<file path="src/hdl/quoted_token_splitter_top_assert.svh">
// assertion macros shared by the splitter modules
`ifndef QUOTED_TOKEN_SPLITTER_TOP_ASSERT_SVH
`define QUOTED_TOKEN_SPLITTER_TOP_ASSERT_SVH

`ifndef ASSERT_OFF
// property checked on every rising clock edge outside reset
`define QTS_ASSERT(lbl, clk, rst_n, prop, msg) \
	lbl: assert property (@(posedge clk) disable iff (!rst_n) (prop)) else $error(msg);
// at most one bit of the vector set
`define QTS_ASSERT_ONEHOT0(lbl, clk, rst_n, sig, msg) \
	lbl: assert property (@(posedge clk) disable iff (!rst_n) $onehot0(sig)) else $error(msg);
`else
`define QTS_ASSERT(lbl, clk, rst_n, prop, msg)
`define QTS_ASSERT_ONEHOT0(lbl, clk, rst_n, sig, msg)
`endif

`endif

</file>
<file path="src/hdl/qts_pkg.sv">
package qts_pkg;

	// scanner modes
	typedef enum logic [2:0] {
		MODE_BETWEEN = 3'd0,
		MODE_PLAIN   = 3'd1,
		MODE_DQ      = 3'd2,
		MODE_DQ_ESC  = 3'd3,
		MODE_SQ      = 3'd4,
		MODE_SQ_ESC  = 3'd5
	} mode_t;

	// result kinds
	typedef enum logic [1:0] {
		KIND_BYTE    = 2'd0,
		KIND_EOL_OK  = 2'd1,
		KIND_EOL_ERR = 2'd2
	} kind_t;

	// token types
	typedef enum logic [1:0] {
		TYPE_PLAIN = 2'd0,
		TYPE_DQ    = 2'd1,
		TYPE_SQ    = 2'd2
	} tok_type_t;

	// one result
	typedef struct packed {
		kind_t     kind;
		logic [7:0] tok_byte;
		logic      first;
		logic      last;
		tok_type_t ttype;
	} res_t;

	// number of result slots one item can fill: held byte, new byte, line-end marker
	localparam int unsigned SLOTS = 3;
	localparam int unsigned SLOT_HELD = 0;
	localparam int unsigned SLOT_NEW = 1;
	localparam int unsigned SLOT_EOL = 2;

	// queue entry: all results caused by one item
	typedef struct packed {
		logic [SLOTS-1:0] valid;
		res_t [SLOTS-1:0] res;
	} entry_t;

	// depth of the queue between front and back
	localparam int unsigned FIFO_DEPTH = 4;
	localparam int unsigned PTR_W = $clog2(FIFO_DEPTH);
	localparam int unsigned CNT_W = $clog2(FIFO_DEPTH + 1);

endpackage

</file>
<file path="src/hdl/quoted_token_splitter_top.sv">
// Quoted token splitter: takes one byte of a text line per item and gives
// the bytes of its tokens, split at space, tab, CR and LF. A token opening
// with a double quote runs to the closing quote, a backslash inside hiding
// the next byte; one opening with a single quote treats every backslash as an
// escape of the next byte; bytes after a closing quote
// stay in the token up to the next whitespace. Each token byte comes out
// one item late, since one byte is held back so the final byte can be
// marked. A line-end item gives a marker after the token bytes: kind 1 when
// all is closed, kind 2 when a quote or a backslash is still open, and then
// the partial token must be dropped downstream. An input item with neither a
// byte nor a line end gives no result. m_tlast marks the final result of the
// item that caused it. Rate: the front scanner accepts one item every cycle
// while the queue has room and writes all of its results as one entry into a
// four-entry queue; the back end gives one result per cycle through its output
// register while m_tready is high or the register is empty; an item gives zero
// to three results (one in the usual case of a mid-token byte), and s_tready
// falls only when the queue is full.
module quoted_token_splitter_top (
	input  logic        clk,
	input  logic        arst_n,
	// input channel
	input  logic        s_tvalid,
	output logic        s_tready,
	input  logic [7:0]  s_tdata,   // [7:0] char_code
	input  logic [0:0]  s_tuser,   // [0] byte_present
	input  logic        s_tlast,   // line_end
	// result channel
	output logic        m_tvalid,
	input  logic        m_tready,
	output logic [15:0] m_tdata,   // [7:0] token_byte, [8] first_of_token, [9] last_of_token
	output logic [3:0]  m_tuser,   // [1:0] result_kind, [3:2] token_type
	output logic        m_tlast    // last_of_run
);

	logic            accept;
	logic            push, full, pop, empty;
	qts_pkg::entry_t push_data, head;

	// the scanner advances on every accepted item
	assign s_tready = !full;
	assign accept   = s_tvalid && s_tready;

	// front: mode tracking and result slots per item
	qts_front u_front (
		.clk          (clk),
		.arst_n       (arst_n),
		.accept       (accept),
		.char_code    (s_tdata),
		.byte_present (s_tuser[0]),
		.line_end     (s_tlast),
		.push         (push),
		.push_data    (push_data)
	);

	// queue of result entries, one per item that causes any result
	qts_fifo u_fifo (
		.clk       (clk),
		.arst_n    (arst_n),
		.push      (push),
		.push_data (push_data),
		.full      (full),
		.pop       (pop),
		.head      (head),
		.empty     (empty)
	);

	// back: walks the slots of the head entry, one result per cycle while the output register is free
	qts_back u_back (
		.clk      (clk),
		.arst_n   (arst_n),
		.head     (head),
		.empty    (empty),
		.pop      (pop),
		.m_tvalid (m_tvalid),
		.m_tready (m_tready),
		.m_tdata  (m_tdata),
		.m_tuser  (m_tuser),
		.m_tlast  (m_tlast)
	);

endmodule

</file>
<file path="src/hdl/qts_front.sv">
module qts_front (
	input  logic             clk,
	input  logic             arst_n,
	input  logic             accept,
	input  logic [7:0]       char_code,
	input  logic             byte_present,
	input  logic             line_end,
	output logic             push,
	output qts_pkg::entry_t  push_data
);

	`include "quoted_token_splitter_top_assert.svh"

	localparam logic [7:0] CH_SPACE = 8'h20;
	localparam logic [7:0] CH_TAB   = 8'h09;
	localparam logic [7:0] CH_LF    = 8'h0A;
	localparam logic [7:0] CH_CR    = 8'h0D;
	localparam logic [7:0] CH_BSL   = 8'h5C;
	localparam logic [7:0] CH_DQ    = 8'h22;
	localparam logic [7:0] CH_SQ    = 8'h27;

	qts_pkg::mode_t     mode_q, mode_a, mode_d;
	logic [7:0]         held_byte_q, hb_a, hb_d;
	logic               held_valid_q, hv_a, hv_d;
	logic               held_first_q, hf_a, hf_d;
	qts_pkg::tok_type_t type_q, type_a, type_d;
	logic               sp;

	assign sp = (char_code == CH_SPACE) || (char_code == CH_TAB) ||
		(char_code == CH_LF) || (char_code == CH_CR);

	// next state: byte step, then line-end step
	always_comb begin
		mode_a = mode_q;
		hb_a   = held_byte_q;
		hv_a   = held_valid_q;
		hf_a   = held_first_q;
		type_a = type_q;
		if (byte_present) begin
			case (mode_q)
				qts_pkg::MODE_BETWEEN: begin
					if (!sp) begin
						hb_a = char_code;
						hv_a = 1'b1;
						hf_a = 1'b1;
						if (char_code == CH_DQ) begin
							type_a = qts_pkg::TYPE_DQ;
							mode_a = qts_pkg::MODE_DQ;
						end else if (char_code == CH_SQ) begin
							type_a = qts_pkg::TYPE_SQ;
							mode_a = qts_pkg::MODE_SQ;
						end else begin
							type_a = qts_pkg::TYPE_PLAIN;
							mode_a = qts_pkg::MODE_PLAIN;
						end
					end
				end
				qts_pkg::MODE_PLAIN: begin
					if (sp) begin
						hv_a   = 1'b0;
						mode_a = qts_pkg::MODE_BETWEEN;
					end else begin
						hb_a = char_code;
						hv_a = 1'b1;
						hf_a = 1'b0;
					end
				end
				qts_pkg::MODE_DQ: begin
					hb_a = char_code;
					hv_a = 1'b1;
					hf_a = 1'b0;
					if (char_code == CH_BSL) begin
						mode_a = qts_pkg::MODE_DQ_ESC;
					end else if (char_code == CH_DQ) begin
						mode_a = qts_pkg::MODE_PLAIN;
					end
				end
				qts_pkg::MODE_DQ_ESC: begin
					hb_a   = char_code;
					hv_a   = 1'b1;
					hf_a   = 1'b0;
					mode_a = qts_pkg::MODE_DQ;
				end
				qts_pkg::MODE_SQ: begin
					hb_a = char_code;
					hv_a = 1'b1;
					hf_a = 1'b0;
					if (char_code == CH_BSL) begin
						mode_a = qts_pkg::MODE_SQ_ESC;
					end else if (char_code == CH_SQ) begin
						mode_a = qts_pkg::MODE_PLAIN;
					end
				end
				qts_pkg::MODE_SQ_ESC: begin
					hb_a = char_code;
					hv_a = 1'b1;
					hf_a = 1'b0;
					// any other byte is hidden, another backslash escapes again
					mode_a = (char_code == CH_BSL) ? qts_pkg::MODE_SQ_ESC : qts_pkg::MODE_SQ;
				end
				default: begin
					mode_a = qts_pkg::MODE_BETWEEN;
				end
			endcase
		end
		mode_d = mode_a;
		hb_d   = hb_a;
		hv_d   = hv_a;
		hf_d   = hf_a;
		type_d = type_a;
		if (line_end) begin
			mode_d = qts_pkg::MODE_BETWEEN;
			hv_d   = 1'b0;
			hf_d   = 1'b0;
			type_d = qts_pkg::TYPE_PLAIN;
		end
	end

	// outputs: results this item causes
	always_comb begin
		push_data = '0;
		// old held byte leaves when a new byte joins the token or whitespace closes it
		push_data.valid[qts_pkg::SLOT_HELD] = byte_present && held_valid_q &&
			(mode_q != qts_pkg::MODE_BETWEEN);
		push_data.res[qts_pkg::SLOT_HELD].kind     = qts_pkg::KIND_BYTE;
		push_data.res[qts_pkg::SLOT_HELD].tok_byte = held_byte_q;
		push_data.res[qts_pkg::SLOT_HELD].first    = held_first_q;
		push_data.res[qts_pkg::SLOT_HELD].last     = (mode_q == qts_pkg::MODE_PLAIN) && sp;
		push_data.res[qts_pkg::SLOT_HELD].ttype    = type_q;
		// line end inside a token with no open quote closes the token
		push_data.valid[qts_pkg::SLOT_NEW] = line_end && hv_a &&
			(mode_a == qts_pkg::MODE_PLAIN);
		push_data.res[qts_pkg::SLOT_NEW].kind     = qts_pkg::KIND_BYTE;
		push_data.res[qts_pkg::SLOT_NEW].tok_byte = hb_a;
		push_data.res[qts_pkg::SLOT_NEW].first    = hf_a;
		push_data.res[qts_pkg::SLOT_NEW].last     = 1'b1;
		push_data.res[qts_pkg::SLOT_NEW].ttype    = type_a;
		// line-end marker
		push_data.valid[qts_pkg::SLOT_EOL] = line_end;
		if ((mode_a == qts_pkg::MODE_BETWEEN) || (mode_a == qts_pkg::MODE_PLAIN)) begin
			push_data.res[qts_pkg::SLOT_EOL].kind = qts_pkg::KIND_EOL_OK;
		end else begin
			push_data.res[qts_pkg::SLOT_EOL].kind = qts_pkg::KIND_EOL_ERR;
		end
		push = accept && (push_data.valid != '0);
	end

	always_ff @(posedge clk or negedge arst_n) begin
		if (!arst_n) begin
			mode_q       <= qts_pkg::MODE_BETWEEN;
			held_byte_q  <= '0;
			held_valid_q <= 1'b0;
			held_first_q <= 1'b0;
			type_q       <= qts_pkg::TYPE_PLAIN;
		end else if (accept) begin
			mode_q       <= mode_d;
			held_byte_q  <= hb_d;
			held_valid_q <= hv_d;
			held_first_q <= hf_d;
			type_q       <= type_d;
		end
	end

	// a byte is held exactly while a token is open
	`QTS_ASSERT(a_held_matches_mode, clk, arst_n, held_valid_q == (mode_q != qts_pkg::MODE_BETWEEN), "held byte out of step with scan mode")
	// quote error only comes with an open quote
	`QTS_ASSERT(a_err_needs_quote, clk, arst_n, !(push && push_data.valid[qts_pkg::SLOT_EOL] && push_data.res[qts_pkg::SLOT_EOL].kind == qts_pkg::KIND_EOL_ERR && push_data.valid[qts_pkg::SLOT_NEW]), "error marker with closed token")

endmodule

</file>
<file path="src/hdl/qts_fifo.sv">
module qts_fifo (
	input  logic            clk,
	input  logic            arst_n,
	input  logic            push,
	input  qts_pkg::entry_t push_data,
	output logic            full,
	input  logic            pop,
	output qts_pkg::entry_t head,
	output logic            empty
);

	`include "quoted_token_splitter_top_assert.svh"

	qts_pkg::entry_t                    mem_q [qts_pkg::FIFO_DEPTH];
	logic [qts_pkg::PTR_W-1:0]          wr_ptr_q, rd_ptr_q;
	logic [qts_pkg::CNT_W-1:0]          count_q;

	assign full  = (count_q == qts_pkg::CNT_W'(qts_pkg::FIFO_DEPTH));
	assign empty = (count_q == '0);
	assign head  = mem_q[rd_ptr_q];

	always_ff @(posedge clk) begin
		if (push) begin
			mem_q[wr_ptr_q] <= push_data;
		end
	end

	always_ff @(posedge clk or negedge arst_n) begin
		if (!arst_n) begin
			wr_ptr_q <= '0;
			rd_ptr_q <= '0;
			count_q  <= '0;
		end else begin
			if (push) begin
				wr_ptr_q <= (wr_ptr_q == qts_pkg::PTR_W'(qts_pkg::FIFO_DEPTH - 1)) ?
					'0 : wr_ptr_q + 1'b1;
			end
			if (pop) begin
				rd_ptr_q <= (rd_ptr_q == qts_pkg::PTR_W'(qts_pkg::FIFO_DEPTH - 1)) ?
					'0 : rd_ptr_q + 1'b1;
			end
			if (push && !pop) begin
				count_q <= count_q + 1'b1;
			end else if (pop && !push) begin
				count_q <= count_q - 1'b1;
			end
		end
	end

	`QTS_ASSERT(a_no_overflow, clk, arst_n, !(push && full && !pop), "push into full queue")
	`QTS_ASSERT(a_no_underflow, clk, arst_n, !(pop && empty), "pop from empty queue")

endmodule

</file>
<file path="src/hdl/qts_back.sv">
module qts_back (
	input  logic            clk,
	input  logic            arst_n,
	input  qts_pkg::entry_t head,
	input  logic            empty,
	output logic            pop,
	output logic            m_tvalid,
	input  logic            m_tready,
	output logic [15:0]     m_tdata,
	output logic [3:0]      m_tuser,
	output logic            m_tlast
);

	`include "quoted_token_splitter_top_assert.svh"

	logic [qts_pkg::SLOTS-1:0] done_q, pending, pick, rest;
	logic                      load;
	qts_pkg::res_t             sel;
	logic                      valid_q;
	qts_pkg::res_t             res_q;
	logic                      run_last_q;

	assign pending = empty ? '0 : (head.valid & ~done_q);
	assign pick    = pending & (~pending + 1'b1);
	assign rest    = pending & ~pick;
	assign load    = (pending != '0) && (!valid_q || m_tready);
	assign pop     = load && (rest == '0);

	always_comb begin
		case (pick)
			3'b001:  sel = head.res[qts_pkg::SLOT_HELD];
			3'b010:  sel = head.res[qts_pkg::SLOT_NEW];
			3'b100:  sel = head.res[qts_pkg::SLOT_EOL];
			default: sel = head.res[qts_pkg::SLOT_EOL];
		endcase
	end

	always_ff @(posedge clk or negedge arst_n) begin
		if (!arst_n) begin
			valid_q <= 1'b0;
			done_q  <= '0;
		end else begin
			if (load) begin
				valid_q <= 1'b1;
			end else if (m_tready) begin
				valid_q <= 1'b0;
			end
			if (load) begin
				done_q <= (rest == '0) ? '0 : (done_q | pick);
			end
		end
	end

	always_ff @(posedge clk) begin
		if (load) begin
			res_q      <= sel;
			run_last_q <= (rest == '0);
		end
	end

	assign m_tvalid = valid_q;
	assign m_tdata  = {6'b0, res_q.last, res_q.first, res_q.tok_byte};
	assign m_tuser  = {res_q.ttype, res_q.kind};
	assign m_tlast  = run_last_q;

	`QTS_ASSERT_ONEHOT0(a_pick_onehot, clk, arst_n, pick, "more than one slot picked")
	`QTS_ASSERT(a_done_subset, clk, arst_n, empty ? (done_q == '0) : ((done_q & ~head.valid) == '0), "emitted mask outside entry")

endmodule
</file>
<file path="config.mk">
export PLATFORM = sky130hd
export DESIGN_NAME = quoted_token_splitter_top
export DESIGN_NICKNAME = d
export VERILOG_FILES = /design/src/hdl/qts_pkg.sv /design/src/hdl/quoted_token_splitter_top.sv /design/src/hdl/qts_front.sv /design/src/hdl/qts_fifo.sv /design/src/hdl/qts_back.sv
export VERILOG_INCLUDE_DIRS = /design/src /design/src/hdl
export SDC_FILE = /design/constraint.sdc
export NUM_CORES = 1
export LEC_CHECK = 0
export BUFFER_PORTS_ARGS = -buffer_cell sky130_fd_sc_hd__buf_4
export CAP_MARGIN = 20
export CELL_PAD_IN_SITES_DETAIL_PLACEMENT = 1
export CELL_PAD_IN_SITES_GLOBAL_PLACEMENT = 2
export CORE_MARGIN = 2
export CORE_UTILIZATION = 49
export DETAILED_ROUTE_END_ITERATION = 8
export MAX_ROUTING_LAYER = met4
export PLACE_DENSITY_LB_ADDON = 0.25
export SLEW_MARGIN = 20
export SYNTH_ARGS = -nofsm -noshare
export SYNTH_HDL_FRONTEND = slang
export SYNTH_SLANG_ARGS = --single-unit
</file>
<file path="constraint.sdc">
create_clock -name clk -period 4.5 [get_ports clk]
set_clock_uncertainty 0.1 [all_clocks]
set_input_delay 0.9 -clock clk [delete_from_list [all_inputs] [get_ports clk]]
set_output_delay 0.9 -clock clk [all_outputs]
set_load 0.02 [all_outputs]
</file>
==> flow_summary.json, run 1 <==
{
  "status": "complete, no violations",
  "r2r-start": "u_fifo.rd_ptr_q[0]$_DFFE_PN0P_",
  "async_flop_share_pct": 17.0,
  "yosysTopAreaCell": "edfxtp_1",
  "antennaDiodeCount": 0,
  "grt_max_degree": 30,
  "route.detailed.drc": 0,
  "use_met2_pct": 31.7,
  "critPathLaunch": "u_fifo.rd_ptr_q[0]$_DFFE_PN0P_",
  "gr-usage-met3_pct": 4.45,
  "detail_route.vias_per_cell": 5.77,
  "critPathMaxStageDelay_ns": 0.59,
  "utilization_pct": 57.5,
  "fin_crit_ns": 3.68,
  "clock_tree.htree_level_count": 4,
  "worst-path-buf-inv": 2,
  "die_x_um": 119,
  "netlist.area_leader.share_pct": 58.8,
  "dieArea_um2": 14200,
  "seq_area_frac_synth_pct": 68.8,
  "ioPinCount": 37,
  "antenna_found_initial": 0,
  "regToRegEndpoint": "u_fifo.count_q[2]$_DFFE_PN0P_",
  "crit_type": "register to register",
  "ant_nets": 0,
  "worstMarginPinSlew_ns": 0.806,
  "tns_ns": 0,
  "power.leakage_nw": 2.73,
  "first_global_vias": 3707,
  "slowest_stage": "mux4_2",
  "crit_path_frequent_cell": "xor2_1",
  "grt_overflow": 0,
  "cp-end-kind": "register",
  "grt_pass1_wl_um": 21400,
  "clock.fmax_mhz": 272,
  "path_cells": "buf_4, mux4_2, and3_1, nor3_1, or4_4, ha_1, inv_1, fa_1, xor2_1, nor2_1, xor2_1",
  "start_util_pct": 49.6,
  "finalWorstSetupSlack_ns": 0.817,
  "place_ws_ns": 0.845,
  "wire_per_inst_um": 21.8,
  "synth_ff_type": "edfxtp_1",
  "cts-root-buf": "clkbuf_16",
  "firstDrtPassIters": 4,
  "vias": 3523,
  "synth_area_um2": 6490,
  "yosys_register_bits": 153,
  "cts_resized": 0,
  "cp-start-kind": "register",
  "hpwl_um": 8300,
  "power.density_nw_per_um2": 692,
  "rr_worst_depth": 11,
  "synth_area_leaders": "edfxtp_1, dfrtp_1, mux4_2, mux2_2, mux4_1",
  "port_buffers": 30,
  "hold_viol_final": 0,
  "cp_max_fo": 26,
  "post_cts_buffers": 0,
  "synth_cells": 382,
  "synth_edf_count": 127,
  "area_growth_pct": 15.9,
  "period_share_pct": 81.8,
  "wl_um": 13300,
  "drt_iter0_drc": 309,
  "rsz0062_at_grt": "false",
  "num_rows": 42,
  "setup_viol": 0,
  "synth_cell_types": 61,
  "gp_congestion": 0.774,
  "crit_family": "simple AND/OR/NAND/NOR gates",
  "n_fill_cell": 1173,
  "coreArea_um2": 13100,
  "maxCapViolations": 0,
  "cts_hold_buf": 0,
  "slew_headroom_pct": 46.3,
  "final_max_slew_viol_count": 0,
  "crit_required_ns": 4.74,
  "yosys_warnings": 0,
  "ir_drop_mv": 0.314,
  "layout_common_cells": "edfxtp_1, buf_4, dfrtp_1",
  "grtUsageMet1_pct": 28.6,
  "cts_buffers": 17,
  "fp.dieH_um": 119,
  "clock_path_buffers": 2,
  "layout.nets": 443,
  "r2r_slack_ns": 0.82,
  "grt.busiest_layer": "met2",
  "path_clk_slew_ns": 0.06,
  "cts_sinks": 153,
  "cts_tree": "done",
  "layout_commonest_cell": "edfxtp_1",
  "hold_class": "input port to asynchronous set/reset pin",
  "grt_usage_pct": 21.0,
  "syn_area_per_cell_um2": 17.0,
  "drive_gt1_share_pct": 27.1,
  "cp.arrival_ns": 3.92,
  "clk_latency_ns": 0.42
}
[sequential cells by signal, summed over array words and instances (netlist names)]
signal / cells
u_front.type_q: 2
u_fifo.count_q: 3
u_back.m_tlast: 1
u_back.m_tdata: 10
u_front.held_first_q: 1
u_back.m_tuser: 4
u_front.held_valid_q: 1
u_front.mode_q: 3
u_fifo.rd_ptr_q: 2
u_back.m_tvalid: 1
u_fifo.wr_ptr_q: 2
u_fifo.mem_q: 112
u_back.done_q: 3
u_front.held_byte_q: 8
[metrics by stage]
stage / total power, W / instances / cell area (µm²) / hold WS, ns
2_1_floorplan: 0.00327 / 387 / 6510 / 0.374
3_3_place_gp: 0.00371 / 578 / 6890 / 0.398
3_5_place_dp: 0.00377 / 578 / 6890 / 0.412
4_1_cts: 0.00525 / 610 / 7510 / 0.303
5_1_grt: 0.00546 / 611 / 7520 / 0.310
6_report: 0.00520 / 611 / 7520 / 0.297
[where the power goes]
group	switching, W	internal, W	total, W
Clock	0.000546	0.000913	0.00146
Combinational	0.000888	0.000692	0.00158
Sequential	0.000179	0.00198	0.00216
[cells in the mapped netlist (3+ instances only)]
master,number
a31oi_1,4
xor2_1,3
edfxtp_1,127
nand3_1,5
mux4_1,6
a21oi_1,6
o21ai_0,9
mux2_2,16
and2_1,7
dfrtp_1,26
clkbuf_1,10
mux4_2,22
buf_2,5
nand2_1,20
a22o_1,13
and3_1,6
buf_4,6
nor2_1,18
inv_1,10
ha_1,6
nor2b_1,3
[layout make-up]
cell class / count / area, µm² / area share, %
Sequential cell: 153 / 4470 / 59.4
Timing Repair Buffer: 39 / 290 / 3.86
Tap cell: 176 / 220 / 2.93
Multi-Input combinational cell: 201 / 1890 / 25.1
Clock buffer: 23 / 510 / 6.79
Clock inverter: 9 / 111 / 1.48
Inverter: 10 / 37.5 / 0.499
[how the worst max path moves through the flow]
stage,slack (ns),cells past startpoint,endpoint
2_1_floorplan,1.50,11,u_fifo.count_q[2]$_DFFE_PN0P_
3_3_place_gp,0.95,11,u_fifo.count_q[2]$_DFFE_PN0P_
3_5_place_dp,0.85,11,u_fifo.count_q[2]$_DFFE_PN0P_
4_1_cts,0.77,11,u_fifo.count_q[2]$_DFFE_PN0P_
5_1_grt,0.55,11,u_fifo.count_q[2]$_DFFE_PN0P_
6_report,0.82,11,u_fifo.count_q[2]$_DFFE_PN0P_
[routing by layer]
layer	wire length, µm	part of all wire [%]	vias up
li1	-	-	1588
met1	6090	46	1850
met2	6500	49	74
met3	583	4.4	11
met4	150	1.1	0
met5	0	0	-
[kinds of logic after synthesis]
family,count (synthesis),share of synthesized area [%]
multiplexers,47,13.4
AO/OA/AOI/OAI,55,6.36
XOR/XNOR,5,0.675
adder cells (fa/ha/maj),7,1.47
buffers and inverters,33,2.47
flip-flops,153,68.8
AND/OR/NAND/NOR,81,6.75
other,1,0.0578
Power figures use the tool's default switching activity.
==> run 2, diff against run 1 <==
ABC_AREA = 1   (was unset)
CORE_UTILIZATION = 37   (was 49)
clock period = 3.3 ns   (was 4.5 ns; I/O delays follow)
==> run 2 against run 1 <==
  * Utilization decreased by 14 points
  * First-iteration DRC count decreased by 14%
  * Total power increased by 45%
  * Register-to-register slack got worse by 0.32 ns
  * Hold slack got worse by 0.25 ns
  * Die area increased by 37%
  * Largest cell class unchanged
==> flow_summary.json, run 2 <==
{
  "largest_reg_flops": 112,
  "cp.arrival_ns": 3.01,
  "synth_cells": 610,
  "layout.nets": 666,
  "grt_max_degree": 51,
  "wl_um": 16000,
  "period_share_pct": 84.9,
  "rsz0062_at_grt": "false",
  "netlist.area_leader.share_pct": 56.1,
  "cts_hold_buf": 0,
  "dieArea_um2": 19500,
  "area_growth_pct": 15.0,
  "ioPinCount": 37,
  "cp_max_fo": 15,
  "synth_edf_count": 127,
  "ant_nets": 0,
  "coreArea_um2": 18000,
  "firstDrtPassIters": 4,
  "setup_viol": 0,
  "fp.dieH_um": 140,
  "layout_common_cells": "edfxtp_1, nand2_1, nor2_1",
  "cp-start-kind": "register",
  "grtUsageMet1_pct": 22.9,
  "drive_gt1_share_pct": 17.6,
  "worstMarginPinSlew_ns": 0.705,
  "crit_required_ns": 3.51,
  "n_fill_cell": 1964,
  "clock_path_buffers": 2,
  "cts-root-buf": "clkbuf_16",
  "antennaDiodeCount": 0,
  "synth_area_leaders": "edfxtp_1, dfrtp_1, nand2_1, nor2_1, o21ai_0",
  "seq_area_frac_synth_pct": 65.7,
  "first_global_vias": 4780,
  "status": "complete, no violations",
  "num_rows": 49,
  "crit_type": "register to register",
  "stdcell_area_um2": 7820,
  "use_met2_pct": 28.8,
  "final_max_slew_viol_count": 0,
  "dpl-instance-area_um2": 7250,
  "hpwl_um": 10500,
  "power.density_nw_per_um2": 962,
  "die_x_um": 140,
  "yosysTopAreaCell": "edfxtp_1",
  "gr-usage-met3_pct": 2.79,
  "detail_route.vias_per_cell": 5.07,
  "syn_area_per_cell_um2": 11.1,
  "cts_tree": "done",
  "cts_sinks": 153,
  "yosys_warnings": 0,
  "ys_top_cells_by_count": "edfxtp_1, nand2_1, nor2_1, o21ai_0, inv_1",
  "async_flop_share_pct": 17.0,
  "ir_drop_mv": 0.362,
  "grt.busiest_layer": "met2",
  "grt_usage_pct": 17.8,
  "synth_area_um2": 6800,
  "route.detailed.drc": 0,
  "hold_viol_final": 0,
  "wire_per_inst_um": 18.0,
  "antenna_found_initial": 0,
  "cts_buffers": 17,
  "hold_class": "input port to asynchronous set/reset pin",
  "yosys_register_bits": 153,
  "vias": 4499,
  "drt_iter0_drc": 267,
  "port_buffers": 30,
  "synth_cell_types": 46,
  "clock.fmax_mhz": 357,
  "layout_commonest_cell": "edfxtp_1",
  "post_cts_buffers": 0,
  "slew_headroom_pct": 52.9,
  "clk_latency_ns": 0.42,
  "cp-end-kind": "register",
  "synth_ff_type": "edfxtp_1",
  "grt_overflow": 0,
  "start_util_pct": 37.8,
  "cts_resized": 0,
  "largest-register": "u_fifo.mem_q",
  "gp_congestion": 0.791,
  "yosysMostFrequentCell": "edfxtp_1",
  "grt_pass1_wl_um": 25700,
  "path_clk_slew_ns": 0.06,
  "power.leakage_nw": 3.05,
  "maxCapViolations": 0,
  "tns_ns": 0,
  "clock_tree.htree_level_count": 4,
  "fin_crit_ns": 2.80
}
-- run 2: changes by cell type after synthesis, moves of 9 or more --
| cell | before | now |
|---|---|---|
| a22o_1 | 13 | 0 |
| inv_1 | 10 | 48 |
| mux2_2 | 16 | 1 |
| mux4_2 | 22 | 0 |
| nand2_1 | 20 | 98 |
| nand2_2 | 0 | 10 |
| nand3_1 | 5 | 33 |
| nor2_1 | 18 | 80 |
| o21ai_0 | 9 | 57 |
| o21ai_1 | 0 | 9 |
| o22ai_1 | 0 | 25 |
-- run 2: critical path, cell delays in order, from the launching register on --
cell and delay, ns:
dfrtp_1 0.49, inv_2 0.18, nand2_1 0.09, nand3_1 0.09
nand3_2 0.09, buf_4 0.21, nand3_1 0.11, nand2_2 0.09
nor2_4 0.22, inv_1 0.07, ha_1 0.17, inv_1 0.10
fa_1 0.40, mux2_2 0.27
-- run 2: logic make-up after synthesis --
kind of cell | after synthesis | synth area share [%]
flops | 153 | 65.7
mux | 1 | 0.166
simple gates | 243 | 16.8
compound gates | 115 | 9.91
xor+xnor | 2 | 0.258
other cells | 1 | 0.0552
fa+ha+maj | 7 | 1.40
buf+inv | 88 | 5.74
-- run 2: power breakdown --
group / internal [W] / leakage, nW / switching, W / total (W)
combinational: 0.000829 / 1.27 / 0.00183 / 0.00265
sequential: 0.00273 / 1.51 / 0.000243 / 0.00298
clock: 0.00117 / 0.275 / 0.000722 / 0.00189
-- run 2: worst paths after layout --
check | start | to | slack, ns | cells past startpoint
setup reg to reg | u_fifo.rd_ptr_q[0]$_DFFE_PN0P_ | u_fifo.count_q[1]$_DFFE_PN0P_ | 0.50 | 13
setup / recovery | u_fifo.rd_ptr_q[0]$_DFFE_PN0P_ | u_fifo.count_q[1]$_DFFE_PN0P_ | 0.50 | 13
hold / removal | arst_n | u_back.m_tvalid$_DFFE_PN0P_ | 0.05 | 1
min in group clk | s_tlast | u_fifo.mem_q[0][27]$_DFFE_PP_ | 0.37 | 1
max in group asynchronous | arst_n | u_front.held_byte_q[1]$_DFFE_PN0P_ | 2.77 | 1
hold reg to reg | u_back.done_q[0]$_DFFE_PN0P_ | u_back.done_q[0]$_DFFE_PN0P_ | 0.43 | 2
-- run 2: through the flow --
stage / power [W] / setup WS (ns) / utilization [%] / hold WS, ns / std cells
floorplan: 0.00479 / 0.336 / - / 0.264 / 615
global placement: 0.00559 / 0.399 / 40.4 / 0.417 / 855
detailed placement: 0.00570 / 0.287 / 40.4 / 0.420 / 855
CTS: 0.00761 / 0.482 / 43.5 / 0.0503 / 887
global route: 0.00801 / 0.268 / 43.5 / 0.0615 / 887
finish: 0.00752 / 0.499 / 43.5 / 0.0485 / 887
-- run 2: final cells by class --
type / count / area (µm²) / share of cell area [%]
well taps: 229 / 287 / 3.67
multi-input cells: 374 / 1970 / 25.2
repair buffers: 41 / 308 / 3.94
clock inverters: 12 / 131 / 1.68
flip-flops and latches: 153 / 4460 / 57.1
inverters: 58 / 221 / 2.83
clock buffers: 20 / 437 / 5.59
-- run 2: metal layers --
metal / routed length, µm / up-vias / share of wire (%)
met2: 7710 / 68 / 48
met4: 234 / 0 / 1.5
met3: 522 / 16 / 3.3
met1: 7520 / 2251 / 47
li1: - / 2164 / -
met5: 0 / - / 0
==> run 3, diff against run 2 <==
CORE_UTILIZATION = 41   (was 37)
clock period = 2.93 ns   (was 3.3 ns; I/O delays follow)
==> run 3 against run 2 <==
  * First-iteration DRC count grew 9.0%
  * Sequential share of layout area shrank 0.96 points
  * Flip-flop and latch count is the same
  * Maximum frequency grew 6.3%
  * Critical path type unchanged
==> flow_summary.json, run 3 (same netlist as run 2, synthesis figures left out) <==
{
  "status": "complete, no violations",
  "worstMarginPinSlew_ns": 0.665,
  "critPathMaxStageDelay_ns": 0.49,
  "crit_family": "simple AND/OR/NAND/NOR gates",
  "first_global_vias": 4864,
  "grt_pass1_wl_um": 26100,
  "layout_commonest_cell": "edfxtp_1",
  "p_int_w": 0.00552,
  "area_growth_pct": 17.0,
  "hold_ws_ns": 0.315,
  "clock_tree.htree_level_count": 4,
  "maxCapViolations": 0,
  "ioPinCount": 37,
  "antenna_found_initial": 0,
  "route.detailed.drc": 0,
  "hpwl_um": 10500,
  "grt_usage_pct": 20.1,
  "cts_tree": "done",
  "layout.nets": 669,
  "pwr-share-seq_pct": 38.3,
  "port_buffers": 30,
  "n_fill_cell": 1744,
  "ff_latch_area_um2": 4460,
  "switching_share_pct": 36.8,
  "power.density_nw_per_um2": 1100,
  "p_comb_share_pct": 35.1,
  "worst-path-buf-inv": 4,
  "cp-end-kind": "register",
  "ir_drop_mv": 0.411,
  "wl_um": 16200,
  "crit_type": "register to register",
  "cp.arrival_ns": 2.88,
  "cts_buffers": 17,
  "largest-register": "u_fifo.mem_q",
  "die_x_um": 133,
  "antennaDiodeCount": 0,
  "hold_viol_final": 0,
  "dieArea_um2": 17600,
  "firstDrtPassIters": 4,
  "wire_per_inst_um": 18.4,
  "path_clk_slew_ns": 0.06,
  "ant_nets": 0,
  "clock.fmax_mhz": 380,
  "hold_class": "input port to register",
  "clockPowerShare_pct": 26.6,
  "finalWorstSetupSlack_ns": 0.295,
  "slew_headroom_pct": 55.6,
  "fin_crit_ns": 2.63,
  "largest_reg_flops": 112,
  "cp_max_fo": 14,
  "rsz0062_at_grt": "false",
  "clk_latency_ns": 0.42,
  "cp-start-kind": "register",
  "drive_gt1_share_pct": 18.9,
  "num_rows": 47,
  "gp_congestion": 0.826,
  "netSwitchingPower_w": 0.00322,
  "drt_iter0_drc": 291,
  "final_max_slew_viol_count": 0,
  "path_cells": "inv_2, nand2_1, nand3_2, nand4_4, inv_4, nand2_1, nand2_2, nor2_4, inv_1, ha_1, inv_1, fa_1, nor2_1, nor2_1, nand2_1, xor2_1",
  "crit_required_ns": 3.17,
  "grt_max_degree": 52,
  "detail_route.vias_per_cell": 5.16,
  "grt_overflow": 0,
  "start_util_pct": 41.4,
  "multiInputGateArea_um2": 1970,
  "slowest_stage": "dfrtp_1",
  "clock_path_buffers": 2,
  "cts-root-buf": "clkbuf_16",
  "fp.dieH_um": 133,
  "period_share_pct": 89.9,
  "coreArea_um2": 16400,
  "vias": 4550,
  "tns_ns": 0,
  "power.leakage_nw": 3.10,
  "place_ws_ns": 0.0975,
  "layout_common_cells": "edfxtp_1, nand2_1, nor2_1",
  "setup_viol": 0,
  "cts_sinks": 153,
  "crit_path_frequent_cell": "nand2_1"
}
-- run 3: through the flow --
step / instances / cell area, µm² / utilization (%) / total power, W
2_1_floorplan: 615 / 6810 / - / 0.00540
3_3_place_gp: 848 / 7300 / 44.5 / 0.00632
3_5_place_dp: 848 / 7300 / 44.5 / 0.00648
4_1_cts: 881 / 7950 / 48.5 / 0.00884
5_1_grt: 881 / 7950 / 48.5 / 0.00927
6_report: 881 / 7950 / 48.5 / 0.00873
-- run 3: power groups by stage --
stage                     sequential, W  combinational, W  clock (W)
final                           0.00335           0.00307    0.00232
after global routing            0.00339           0.00342    0.00246
after CTS                       0.00335           0.00312    0.00237
after detailed placement        0.00339           0.00309          0
after global placement          0.00335           0.00297          0
after floorplan                 0.00344           0.00196          0
-- run 3: final timing paths --
| kind | start | to | slack, ns | cells after the start |
|---|---|---|---|---|
| setup / recovery | u_fifo.rd_ptr_q[0]$_DFFE_PN0P_ | u_fifo.count_q[2]$_DFFE_PN0P_ | 0.30 | 16 |
| hold / removal | s_tlast | u_fifo.mem_q[2][27]$_DFFE_PP_ | 0.31 | 1 |
| setup reg to reg | u_fifo.rd_ptr_q[0]$_DFFE_PN0P_ | u_fifo.count_q[2]$_DFFE_PN0P_ | 0.30 | 16 |
| hold reg to reg | u_back.done_q[2]$_DFFE_PN0P_ | u_back.done_q[2]$_DFFE_PN0P_ | 0.43 | 2 |
| max in group asynchronous | arst_n | u_front.held_byte_q[3]$_DFFE_PN0P_ | 1.89 | 2 |
| min in group asynchronous | arst_n | u_back.m_tvalid$_DFFE_PN0P_ | 0.55 | 2 |
-- run 3: timing repair --
item,in CTS,in global routing
hold endpoints to repair,26,0
hold buffers,1,0
buffers inserted,0,0
resized for setup,0,0
-- run 3: layout make-up --
cell class                 instances  area share (%)
timing repair buffer              44            4.82
sequential                       153            56.1
inverter                          58            2.79
clock buffer                      19            5.57
multi-input combinational        374            24.8
clock inverter                    13            2.45
tap                              220            3.46
-- run 3: layer usage --
layer  track usage [%]  wire length [µm]  vias up
li1                  -                 -     2175
met1              24.8              7280     2280
met2              33.8              8240       91
met3              3.52               574        4
met4              6.03                95        0
met5                 -                 0        -
